### src/rtl/uuid_key_hash_table_macros.svh
// Assertion macros for the uuid key hash table.
// Included by the top level; needs nothing else.
`ifndef UUID_KEY_HASH_TABLE_MACROS_SVH
`define UUID_KEY_HASH_TABLE_MACROS_SVH

// Same-cycle implication, disabled while reset is asserted.
`define UKHT_ASSERT_IMP(lbl, clk, rst_n, ante, cons, msg) \
    lbl: assert property (@(posedge clk) disable iff (!rst_n) (ante) |-> (cons)) \
        else $error(msg);

// Next-cycle implication, disabled while reset is asserted.
`define UKHT_ASSERT_NXT(lbl, clk, rst_n, ante, cons, msg) \
    lbl: assert property (@(posedge clk) disable iff (!rst_n) (ante) |=> (cons)) \
        else $error(msg);

`endif

### src/rtl/ukht_pkg.sv
// Shared types and constants for the uuid key hash table.
// Used by the controller, the datapath, the hash unit and the top level.
package ukht_pkg;

    localparam int KEY_W           = 64;
    localparam int OPCODE_W        = 2;
    localparam int STATUS_W        = 2;
    localparam int SLOT_W          = 12;
    localparam int CFG_W           = 4;
    localparam int LOG2_MIN        = 4;
    localparam int TABLE_DEPTH_DEF = 4096;
    localparam int MIX_SHIFT       = 33;

    localparam logic [CFG_W-1:0] CFG_RESET = CFG_W'(12);

    localparam logic [KEY_W-1:0] MIX_A  = 64'hff51afd7ed558ccd;
    localparam logic [KEY_W-1:0] MIX_B  = 64'hc4ceb9fe1a85ec53;
    localparam logic [KEY_W-1:0] GOLDEN = 64'h9e3779b97f4a7c15;

    typedef enum logic [OPCODE_W-1:0] {
        OP_LOOKUP = 2'd0,
        OP_INSERT = 2'd1,
        OP_CLEAR  = 2'd2
    } t_opcode;

    typedef enum logic [STATUS_W-1:0] {
        ST_NOT_FOUND  = 2'd0,
        ST_FOUND      = 2'd1,
        ST_INSERTED   = 2'd2,
        ST_FULL_CLEAR = 2'd3
    } t_status;

    // Commands from the controller to the datapath.
    typedef struct packed {
        logic    load;
        logic    hash_start;
        logic    sweep_start;
        logic    sweep_step;
        logic    set_home;
        logic    probe_next;
        logic    ins_write;
        logic    set_result;
        logic    res_use_slot;
        t_status res_status;
        logic    out_load;
    } t_dp_cmd;

    // Status from the datapath to the controller.
    typedef struct packed {
        logic hash_done;
        logic slot_valid;
        logic key_match;
        logic last_probe;
        logic sweep_last;
    } t_dp_stat;

    function automatic logic [KEY_W-1:0] fold33(input logic [KEY_W-1:0] v);
        return v ^ (v >> MIX_SHIFT);
    endfunction

endpackage

### src/rtl/ukht_ctrl.sv
// Controller of the hash table: sequences hashing, probing, clearing and the
// result handshake. Uses ukht_pkg.
module ukht_ctrl
    import ukht_pkg::*;
(
    input  logic                i_clk,
    input  logic                i_rst_n,
    input  logic                i_in_valid,
    output logic                o_in_ready,
    input  logic [OPCODE_W-1:0] i_opcode,
    output logic                o_out_valid,
    input  logic                i_out_ready,
    output t_dp_cmd             o_cmd,
    input  t_dp_stat            i_stat
);

    typedef enum logic [6:0] {
        S_INIT   = 7'b0000001,
        S_IDLE   = 7'b0000010,
        S_HASH   = 7'b0000100,
        S_READ   = 7'b0001000,
        S_CHECK  = 7'b0010000,
        S_CLEAR  = 7'b0100000,
        S_RESULT = 7'b1000000
    } t_state;

    t_state r_state;
    t_state n_state;
    logic   r_insert;
    logic   n_insert;
    logic   r_out_valid;
    logic   n_out_valid;

    always_comb begin
        n_state  = r_state;
        n_insert = r_insert;
        o_cmd    = '0;
        case (r_state)
            S_INIT: begin
                o_cmd.sweep_step = 1'b1;
                if (i_stat.sweep_last) begin
                    n_state = S_IDLE;
                end
            end
            S_IDLE: begin
                if (i_in_valid) begin
                    o_cmd.load = 1'b1;
                    n_insert   = (i_opcode == OP_INSERT);
                    case (t_opcode'(i_opcode))
                        OP_LOOKUP, OP_INSERT: begin
                            o_cmd.hash_start = 1'b1;
                            n_state          = S_HASH;
                        end
                        OP_CLEAR: begin
                            o_cmd.sweep_start = 1'b1;
                            n_state           = S_CLEAR;
                        end
                        default: begin
                            o_cmd.set_result = 1'b1;
                            o_cmd.res_status = ST_NOT_FOUND;
                            n_state          = S_RESULT;
                        end
                    endcase
                end
            end
            S_HASH: begin
                if (i_stat.hash_done) begin
                    o_cmd.set_home = 1'b1;
                    n_state        = S_READ;
                end
            end
            S_READ: begin
                n_state = S_CHECK;
            end
            S_CHECK: begin
                if (!i_stat.slot_valid) begin
                    o_cmd.set_result = 1'b1;
                    if (r_insert) begin
                        o_cmd.ins_write    = 1'b1;
                        o_cmd.res_use_slot = 1'b1;
                        o_cmd.res_status   = ST_INSERTED;
                    end else begin
                        o_cmd.res_status = ST_NOT_FOUND;
                    end
                    n_state = S_RESULT;
                end else if (i_stat.key_match) begin
                    o_cmd.set_result   = 1'b1;
                    o_cmd.res_use_slot = 1'b1;
                    o_cmd.res_status   = ST_FOUND;
                    n_state            = S_RESULT;
                end else if (i_stat.last_probe) begin
                    // Every active bucket was visited without a hit or a hole.
                    o_cmd.set_result = 1'b1;
                    o_cmd.res_status = r_insert ? ST_FULL_CLEAR : ST_NOT_FOUND;
                    n_state          = S_RESULT;
                end else begin
                    o_cmd.probe_next = 1'b1;
                    n_state          = S_READ;
                end
            end
            S_CLEAR: begin
                o_cmd.sweep_step = 1'b1;
                if (i_stat.sweep_last) begin
                    o_cmd.set_result = 1'b1;
                    o_cmd.res_status = ST_FULL_CLEAR;
                    n_state          = S_RESULT;
                end
            end
            S_RESULT: begin
                if (!r_out_valid || i_out_ready) begin
                    o_cmd.out_load = 1'b1;
                    n_state        = S_IDLE;
                end
            end
            default: begin
                n_state = S_INIT;
            end
        endcase
        n_out_valid = o_cmd.out_load ? 1'b1 : (i_out_ready ? 1'b0 : r_out_valid);
    end

    always_ff @(posedge i_clk) begin
        if (!i_rst_n) begin
            r_state     <= S_INIT;
            r_insert    <= 1'b0;
            r_out_valid <= 1'b0;
        end else begin
            r_state     <= n_state;
            r_insert    <= n_insert;
            r_out_valid <= n_out_valid;
        end
    end

    assign o_in_ready  = (r_state == S_IDLE);
    assign o_out_valid = r_out_valid;

endmodule

### config.mk
export PLATFORM = sky130hd
export DESIGN_NAME = ukht_ctrl
export DESIGN_NICKNAME = d
export VERILOG_FILES = /design/src/rtl/uuid_key_hash_table_macros.svh /design/src/rtl/ukht_pkg.sv /design/src/rtl/ukht_ctrl.sv
export SDC_FILE = /design/constraint.sdc
export NUM_CORES = 1
export LEC_CHECK = 0
export BUFFER_PORTS_ARGS = -buffer_cell sky130_fd_sc_hd__clkbuf_2
export CAP_MARGIN = 20
export CORE_MARGIN = 10
export CORE_UTILIZATION = 51
export DETAILED_ROUTE_END_ITERATION = 10
export PLACE_DENSITY_LB_ADDON = 0.2
export SYNTH_ARGS = -nofsm -noshare
export SYNTH_HDL_FRONTEND = slang
export SYNTH_SLANG_ARGS = --single-unit
### constraint.sdc
create_clock -name i_clk -period 3 [get_ports i_clk]
set_clock_uncertainty 0.15 [all_clocks]
set_input_delay 0 -clock i_clk [delete_from_list [all_inputs] [get_ports i_clk]]
set_output_delay 0 -clock i_clk [all_outputs]
set_load 0.01 [all_outputs]
Yosys cells after proc, flatten, opt, wreduce, memory -nomap -nowiden:

Index checks and enable logic that the tools add are counted.

* flip-flop bits (word level): 9
* bits in latches: 0
* RAM bits: 0
* memory bits (read-only): 0
* input port bits: 11
* output and inout port bits: 14
* logic and storage cells: 68
* memories kept: 0

* $add $sub $neg: 0
* multipliers: 0
* div/mod/pow operators: 0
* $lt $le $gt $ge: 0
* eq/ne operators: 14
* shifts and indexed selects: 0
* multiplexer cells: 42
* bitwise operators: 0
* reduce and logical (&&, ||, !) cells: 9

Operators with widths (number)
* two-way mux 7 bit: 8
* one-hot mux 7 bit (7 select lines): 1
* two-way mux 1 bit: 21
* one-hot mux 7 bit (2 select lines): 1
* two-way mux 2 bit: 6
* inequality test 2 bit, second input constant: 5
* equality test 7 x 1 -> 1 bit, second input constant: 1
* equality test 7 x 2 -> 1 bit, second input constant: 1
* equality test 7 x 3 -> 1 bit, second input constant: 1
* equality test 7 x 4 -> 1 bit, second input constant: 1
* equality test 7 x 5 -> 1 bit, second input constant: 1
* equality test 7 x 6 -> 1 bit, second input constant: 1
* equality test 7 bit, second input constant: 1
* two-way mux 3 bit: 2
* AND reduction 5 bit: 1
* two-way mux 4 bit: 1
* one-hot mux 2 bit (2 select lines): 1
* OR reduction 2 bit: 2
* one-hot mux 1 bit (3 select lines): 1
* OR reduction 3 bit: 1
* equality test 2 x 1 -> 1 bit, second input constant: 1
* equality test 2 bit, second input constant: 1
* zero test 2 bit: 1
* AND reduction 2 bit: 1
* 3 further kinds: 3

Longest topological paths before layout:

Gate-level depths: netlist (run 1).

* depth after elaboration: 5
* gate-level depth with buffers: 6

Worst setup path before layout (run 1):

Ideal clock, no wire load.

* kind: reg-to-reg
* start: register r_state[6]
* end: register r_state[0]
* library setup time: 0.095 ns
* arrival time: 1.360 ns
* slack: 1.395 ns
* stages on the path, launching flop included: 6
* buffers on the path: 1
* period minus slack after synthesis: 1.605 ns
* cell sequence: dfxtp_1 > buf_6 > nor4_4 > nand2_2 > or4b_1 > o311ai_1

* longest elaborated chain between the ends: 3
* elaborated cells on any way between the ends: 14
* those cells by class: 12 x eq/ne; 1 x mux; 1 x reduce/logical

RTL lines
* from (decl): RTL line ukht_ctrl.sv:27 `t_state r_state;`
* from (signal assigned): RTL line ukht_ctrl.sv:128 `r_state <= n_state;`
* equality test 7 bit, or another cell as far along: RTL line ukht_ctrl.sv:38 `case (r_state)`
* inequality test 2 bit (no source line)
* AND reduction 5 bit (no source line)

Parallel ways exist; a longest one is shown, timed or not.
A chain may end at the register's enable or synchronous reset.

Worst setup path after layout (run 1):

Ends and elaborated chain as after synthesis.

==> results of run 1 <==
## sequential cells by signal, summed over array words and instances (netlist names)
signal / count
r_insert: 1
r_state: 7
o_out_valid: 1
## synth_stat cells, drive strengths merged, types with 2 or more instances
cell / instances / area [um2]
dfxtp: 9 / 180
nand2: 8 / 32.5
nor2: 8 / 30.0
nor3: 7 / 46.3
buf: 6 / 38.8
inv: 6 / 22.5
o21a: 4 / 30.0
and3: 3 / 18.8
o21ai: 3 / 15.0
a21boi: 2 / 15.0
a21oi: 2 / 10.0
nand3b: 2 / 15.0
nand4: 2 / 12.5
nand4b: 2 / 17.5
nor2b: 2 / 12.5
nor3b: 2 / 20.0
nor4b: 2 / 17.5
o22ai: 2 / 12.5
xnor2: 2 / 17.5
## cells in the final DEF, fill, tap and decap left out, drive strengths merged, types with 2 or more instances in the layout
cell type and n:
nor3 7, a21boi 2, dfxtp 9, inv 6, and3 3, o21a 4
nand4b 2, nand3b 2, a21oi 2, o21ai 3, nand4 2, nand2 8
xnor2 2, nor2b 2, nor2 8, nor4b 2, nor3b 2, o22ai 2
clkbuf 28, dlygate4sd3 9
## cell families after synthesis
group / after synthesis / share of synthesized area
AO/OA/AOI/OAI: 20 / 0.210
XOR/XNOR: 3 / 0.0376
buffers and inverters: 12 / 0.0878
flip-flops: 9 / 0.258
multiplexers: 1 / 0.0161
AND/OR/NAND/NOR: 43 / 0.391
## cell type report
| cell class | count | area share |
|---|---|---|
| Multi-Input combinational cell | 67 | 0.499 |
| Timing Repair Buffer | 33 | 0.230 |
| Sequential cell | 9 | 0.197 |
| Clock buffer | 4 | 0.0287 |
| Inverter | 6 | 0.0246 |
| Tap cell | 15 | 0.0205 |
## worst max-delay path, stage by stage, from the launching register on
cell	delay [ps]
dfxtp_1	430
nor4_4	360
nand2_2	150
or4b_1	510
o311ai_1	110
dlygate4sd3_1	600
## how the worst max path moves through the flow
stage	startpoint	end	slack, ps	cells past startpoint
4_1_cts	r_state[6]	r_state[0]	680	5
3_5_place_dp	r_state[6]	r_state[1]	1190	4
6_report	r_state[6]	r_state[0]	620	5
2_1_floorplan	r_state[6]	r_state[0]	1400	5
3_3_place_gp	r_state[6]	r_state[3]	1230	4
5_1_grt	r_state[3]	r_state[0]	450	5
## power breakdown
| part | internal [W] | switching, W |
|---|---|---|
| sequential | 0.000126 | 0.0000179 |
| clock | 0.0000513 | 0.0000455 |
| combinational | 0.0000446 | 0.0000493 |
## through the flow
stage	worst slack (ps)	instance area, um2	power, W	hold slack (ps)	cells
final	622	915	0.000335	52.7	134
after global routing	451	915	0.000355	103	134
after CTS	678	915	0.000335	53.3	134
after detailed placement	1190	798	0.000228	136	121
after global placement	1230	798	0.000225	132	121
after floorplan	1400	698	0.000199	-113	88
## layer usage
layer	GRT usage	share of wire	vias to the layer above
met5	0	0	-
met4	0.0638	0.017	0
met3	0.0553	0.12	5
met2	0.195	0.45	35
met1	0.124	0.41	352
li1	-	-	385
==> flow_summary.yaml, run 1 <==
drt:
  finalWirelength_um: 1980
  drt_iter0_drc: 16
  drc: 0
  vias: 777
  viasPerCell: 5.80
  ant_nets: 0
  drt_pre_antenna_iters: 4
  wl_per_cell_um: 14.7
pwr:
  p_leak_nw: 0.410
  power_density_nw_per_um2: 366
  ir_drop_mv: 0.265
setup_path:
  cp_max_fo: 10
  cp-end-kind: "flip-flop"
  cp_data_arrival_time_ps: 2440
  reg2reg_depth: 5
  ff2ff_setup_slack_ps: 620
  r2r-start: "r_state[6]"
  reg2reg_to: "r_state[0]"
  critPathLaunchType: "flip-flop"
  worstSetupPathType: "flip-flop to flip-flop"
  cp.required_ps: 3060
min_path:
  worstHoldEndpoint: "r_state[3]"
  holdPathStages: 5
  hp-start: "i_stat[1]"
  hold_path_class: "input port to flip-flop"
logic_synthesis:
  ys_types: 38
  synth_seq_cells: 9
  ys.flop_type: "dfxtp_1"
  yosysSeqAreaShare: 0.258
  synth_nets: 99
  ys_warn_count: 0
  synthesis.area_um2: 698
  synth_edf_count: 0
  syn_avg_cell_area_um2: 7.93
  async_reset_ff_frac: 0
  syn_inst: 88
sta:
  min_period_ps: 2380
  slew_violations: 0
  finalCritPeriodShare: 0.793
  hold_viol_final: 0
  tns_ps: 0
  setup_viol: 0
  timing.fmax_mhz: 421
  rsz0062_at_grt: "false"
  slew_headroom: 0.694
  worst_pin_slew_ps: 452
die:
  coreArea_um2: 1300
  fp.dieW_um: 57
  die_area_um2: 3250
  start_util: 0.537
  fp.dieH_um: 57
  io_pins: 25
  rows: 13
clock_network:
  numCtsBuffers: 3
  cts_buffer_depth: 2
  clk_pin_slew_ps: 70
  cts_num_sinks: 9
  cts_tree: "built"
  hold_buffers: 9
  clockRootBuffer: "clkbuf_4"
  insertion_delay_ps: 270
  cts_repair_resize_count: 0
  htreeDepth: 1
  postCtsSetupBuffers: 0
job:
  cap_violations: 0
finish:
  final_core_util: 0.703
  multi_input_area_um2: 457
  finalNetCount: 131
  fillers: 102
  drive_above_1_share: 0.277
  regArea_um2: 180
  diodes: 0
  syn2layout_area_growth_pct: 31.0
global_route:
  antenna_found_initial: 0
  grt_overflow_total: 0
  grt_max_degree: 11
  grtUsageTotal: 0.119
  grt_pass1_vias: 774
  grt_pass1_wl_um: 3290
placement:
  dp_hpwl_um: 1470
  portBuffers: 24
  gp_congestion: 0.853
outcome:
  status: "completed"
Power figures use the tool's default switching activity.
==> inputs of run 2 (changes only) <==
- CORE_UTILIZATION: 51 -> 47
- clock period: 3 -> 2.4 ns (I/O delays scaled with it)
==> run 2 against run 1 <==
  * The flow now finishes with violations (hold timing)
  * Die area grew 5.5%
  * Non-clock buffer count is the same
  * Global-route usage shrank 0.83 points
  * Worst setup slack lost 490 ps
  * Cell count is the same
  * First-iteration DRC count grew 19%
  * Critical path type unchanged
==> flow_summary.yaml, run 2 (synthesis results as in run 1) <==
setup_path:
  path_cells: "nor4_4 > nand2_2 > or4b_1 > o311ai_1 > dlygate4sd3_1"
  cp_slowest_stage_delay_ps: 570
  cp_slowest_cell: "dlygate4sd3_1"
  cp.required_ps: 2470
  cp-end-kind: "flip-flop"
  cp_data_arrival_time_ps: 2340
  ff2ff_setup_slack_ps: 130
  critPathLaunchType: "flip-flop"
  cp_top_family: "simple AND/OR/NAND/NOR gates"
  cp_num_buf_inv: 1
  cp_max_fo: 10
  worstSetupPathType: "flip-flop to flip-flop"
sta:
  slew_violations: 0
  tns_ps: 0
  finalCritPeriodShare: 0.946
  min_period_ps: 2270
  worst_pin_slew_ps: 476
  fin_ws_ps: 130
  setup_viol: 0
  hold_viol_final: 1
  timing.fmax_mhz: 440
  rsz0062_at_grt: "false"
  slew_headroom: 0.682
  fin_hold_ws_ps: -6.64
outcome:
  violations: "hold timing"
  status: "finished with violations"
drt:
  finalWirelength_um: 1930
  ant_nets: 0
  vias: 760
  drt_pre_antenna_iters: 4
  drt_iter0_drc: 19
  viasPerCell: 5.67
  wl_per_cell_um: 14.4
  drc: 0
finish:
  regArea_um2: 180
  fillers: 113
  largest_register_ffs: 7
  diodes: 0
  finalNetCount: 131
  final_common_cell: "clkbuf_2"
  stdcell_count: 134
  drive_above_1_share: 0.286
  layout_common_cells: "clkbuf_2 (24), dfxtp_1 (9), nor2_1 (8), dlygate4sd3_1 (8), nand2_1 (7)"
  syn2layout_area_growth_pct: 30.6
  multi_input_area_um2: 457
  top_register: "r_state"
clock_network:
  cts_num_sinks: 9
  clockRootBuffer: "clkbuf_4"
  clk_pin_slew_ps: 70
  insertion_delay_ps: 270
  numCtsBuffers: 3
  cts_repair_resize_count: 0
  cts_buffer_depth: 2
  htreeDepth: 1
  cts_tree: "built"
die:
  rows: 13
  fp.dieW_um: 58.5
  fp.dieH_um: 58.5
  io_pins: 25
  start_util: 0.517
  coreArea_um2: 1350
  die_area_um2: 3430
pwr:
  p_leak_nw: 0.407
  ir_drop_mv: 0.353
  p_total_w: 0.000420
  power_density_nw_per_um2: 461
min_path:
  hold_path_class: "input port to flip-flop"
job:
  cap_violations: 0
placement:
  gp_congestion: 0.851
  portBuffers: 24
  preCtsSetupSlack_ps: 594
  dp_hpwl_um: 1460
  dp.cells: 121
global_route:
  grt_overflow_total: 0
  grt_max_degree: 11
  grtUsageTotal: 0.111
  grt_pass1_vias: 697
  grt_pass1_wl_um: 3040
  antenna_found_initial: 0
run 2: cell count changes in the layout (fill, tap and decap cells not counted):
cell and change:
buf_4 +1, dlygate4sd3_1 -1
run 2: worst paths after layout:
check,start,endpoint,cells past startpoint
worst min-delay path,i_stat[4],r_state[2],4
worst min register to register,r_insert,r_insert,2
worst max register to register,r_state[4],r_state[0],5
worst max-delay path,r_state[4],r_state[0],5
run 2: area by class of cell:
| class | instances | area share |
|---|---|---|
| multi-input combinational | 67 | 0.501 |
| timing repair buffer | 33 | 0.228 |
| sequential | 9 | 0.198 |
| clock buffer | 4 | 0.0288 |
| inverter | 6 | 0.0247 |
| tap | 15 | 0.0206 |
run 2: what timing repair did:
item | in CTS | in global routing
hold buffers | 8 | 0
setup buffers | 0 | 1
endpoints found under the setup margin | 0 | 1
endpoints found under the hold margin | 9 | 0
run 2: stage by stage:
step / instance area (um2) / util
after floorplan: 698 / -
after global placement: 798 / 0.591
after detailed placement: 798 / 0.591
after CTS: 905 / 0.670
after global routing: 912 / 0.676
final: 912 / 0.676
run 2: metal layers:
layer,up-vias,part of all wire,track usage
met2,24,0.42,0.165
li1,384,-,-
met4,0,0.022,0.0705
met5,-,0,0
met1,347,0.47,0.128
met3,5,0.090,0.0429
run 2: report_power, final:
part           internal [W]  switching (W)
clock             0.0000644      0.0000613
combinational     0.0000558      0.0000596
sequential         0.000157      0.0000217
total              0.000278       0.000143
run 2: tightest hold or removal path, delay by kind of cell:
family | cells | cell delay, ps
AO/OA/AOI/OAI | 1 | 100
AND/OR/NAND/NOR | 1 | 140
buffers and inverters | 2 | 140
==> inputs of run 3 (changes only) <==
- PLACE_DENSITY: unset -> 0.8
- PLACE_DENSITY_LB_ADDON: 0.2 -> unset
==> run 3 against run 2 <==
  * The flow still finishes with violations (hold timing)
  * Fmax fell by 0.91%
  * Die area did not move
  * Sequential cell count did not move
  * Critical path type unchanged
  * Cell count fell by 0.75%
==> flow_summary.yaml, run 3 (synthesis results as in run 1) <==
clock_network:
  cts_num_sinks: 9
  cts_buffer_depth: 2
  clockRootBuffer: "clkbuf_4"
  postCtsSetupBuffers: 0
  numCtsBuffers: 3
  cts_tree: "built"
  clk_pin_slew_ps: 70
  htreeDepth: 1
  insertion_delay_ps: 270
setup_path:
  path_depth: 5
  cp_num_buf_inv: 1
  cp_data_arrival_time_ps: 2360
  critPathLaunchType: "flip-flop"
  reg2reg_depth: 5
  cp-end-kind: "flip-flop"
  path_cells: "nor4_4 > nand2_2 > or4b_1 > o311ai_1 > dlygate4sd3_1"
  cp_slowest_stage_delay_ps: 570
  cp_max_fo: 8
  worstSetupPathType: "flip-flop to flip-flop"
  cp.required_ps: 2470
  cp_top_family: "simple AND/OR/NAND/NOR gates"
  cp_slowest_cell: "dlygate4sd3_1"
die:
  coreArea_um2: 1350
  die_area_um2: 3430
  io_pins: 25
  fp.dieW_um: 58.5
  rows: 13
  start_util: 0.517
  fp.dieH_um: 58.5
placement:
  place_area_um2: 798
  gp_congestion: 0.838
  dp_hpwl_um: 1430
  portBuffers: 24
  preCtsSetupSlack_ps: 635
  dp.cells: 121
sta:
  fin_hold_ws_ps: -3.88
  hold_viol_final: 1
  finalCritPeriodShare: 0.955
  tns_ps: 0
  slew_violations: 0
  timing.fmax_mhz: 436
  min_period_ps: 2290
  rsz0062_at_grt: "false"
  fin_ws_ps: 109
  slew_headroom: 0.722
  setup_viol: 0
  worst_pin_slew_ps: 412
drt:
  finalWirelength_um: 1970
  vias: 760
  viasPerCell: 5.71
  wl_per_cell_um: 14.8
  drt_pre_antenna_iters: 4
  ant_nets: 0
  drc: 0
  drt_iter0_drc: 28
finish:
  layout_common_cells: "clkbuf_2 (24), nor2_1 (8), dlygate4sd3_1 (8), dfxtp_1 (8), nand2_1 (7)"
  diodes: 0
  top_register: "r_state"
  finalNetCount: 130
  largest_register_ffs: 7
  syn2layout_area_growth_pct: 30.5
  stdcell_count: 133
  final_area_um2: 911
  drive_above_1_share: 0.297
  final_common_cell: "clkbuf_2"
global_route:
  grt_pass1_wl_um: 3240
  grt_overflow_total: 0
  grtUsageTotal: 0.116
  grt_pass1_vias: 692
  antenna_found_initial: 0
  grt_max_degree: 11
pwr:
  power_density_nw_per_um2: 456
  ir_drop_mv: 0.325
  p_leak_nw: 0.405
min_path:
  holdPathStages: 4
  hold_path_class: "input port to flip-flop"
outcome:
  violations: "hold timing"
  status: "finished with violations"
job:
  cap_violations: 0
==> run 3: cell types whose count changed in the layout (fill, tap and decap cells not counted), sizes merged <==
cell / delta
buf: -1
==> run 3: cell type report <==
type	instances	area, um2
clock buffer	4	26.3
sequential	9	181
tap	15	18.8
inverter	6	22.5
timing repair buffer	32	200
fill	116	439
multi-input combinational	67	462
==> run 3: metal layers <==
metal / global-route usage / vias up / wire length [um]
li1: - / 381 / -
met1: 0.150 / 333 / 915
met2: 0.158 / 39 / 804
met3: 0.0494 / 7 / 198
met4: 0.0604 / 0 / 48
met5: 0 / - / 0
==> run 3: worst paths after layout <==
check / slack [ps] / start / to
min reg2reg: 360 / r_insert / r_insert
min: -4 / i_stat[4] / r_state[2]
max reg2reg: 110 / r_state[2] / r_state[0]
max: 110 / r_state[2] / r_state[0]
==> run 3: report_power, final <==
part / internal, W / total, W / switching (W)
combinational: 0.0000555 / 0.000115 / 0.0000593
sequential: 0.000157 / 0.000179 / 0.0000219
clock: 0.0000643 / 0.000121 / 0.0000570
==> run 3: worst min-delay path, cell delays in order <==
cell      delay, ps
clkbuf_2         90
inv_1            60
and3_1          140
o21a_1          100
==> run 3: timing repair <==
| item | in CTS | in global routing |
|---|---|---|
| setup endpoints to repair | 0 | 1 |
| hold buffers | 8 | 0 |
| resized for setup | 0 | 2 |
| hold endpoints to repair | 9 | 0 |
==> run 3: through the flow <==
| stage | power, W | util |
|---|---|---|
| 3_3_place_gp | 0.000280 | 0.591 |
| 4_1_cts | 0.000415 | 0.670 |
| 5_1_grt | 0.000442 | 0.675 |
| 2_1_floorplan | 0.000248 | - |
| 6_report | 0.000415 | 0.675 |
| 3_5_place_dp | 0.000284 | 0.591 |
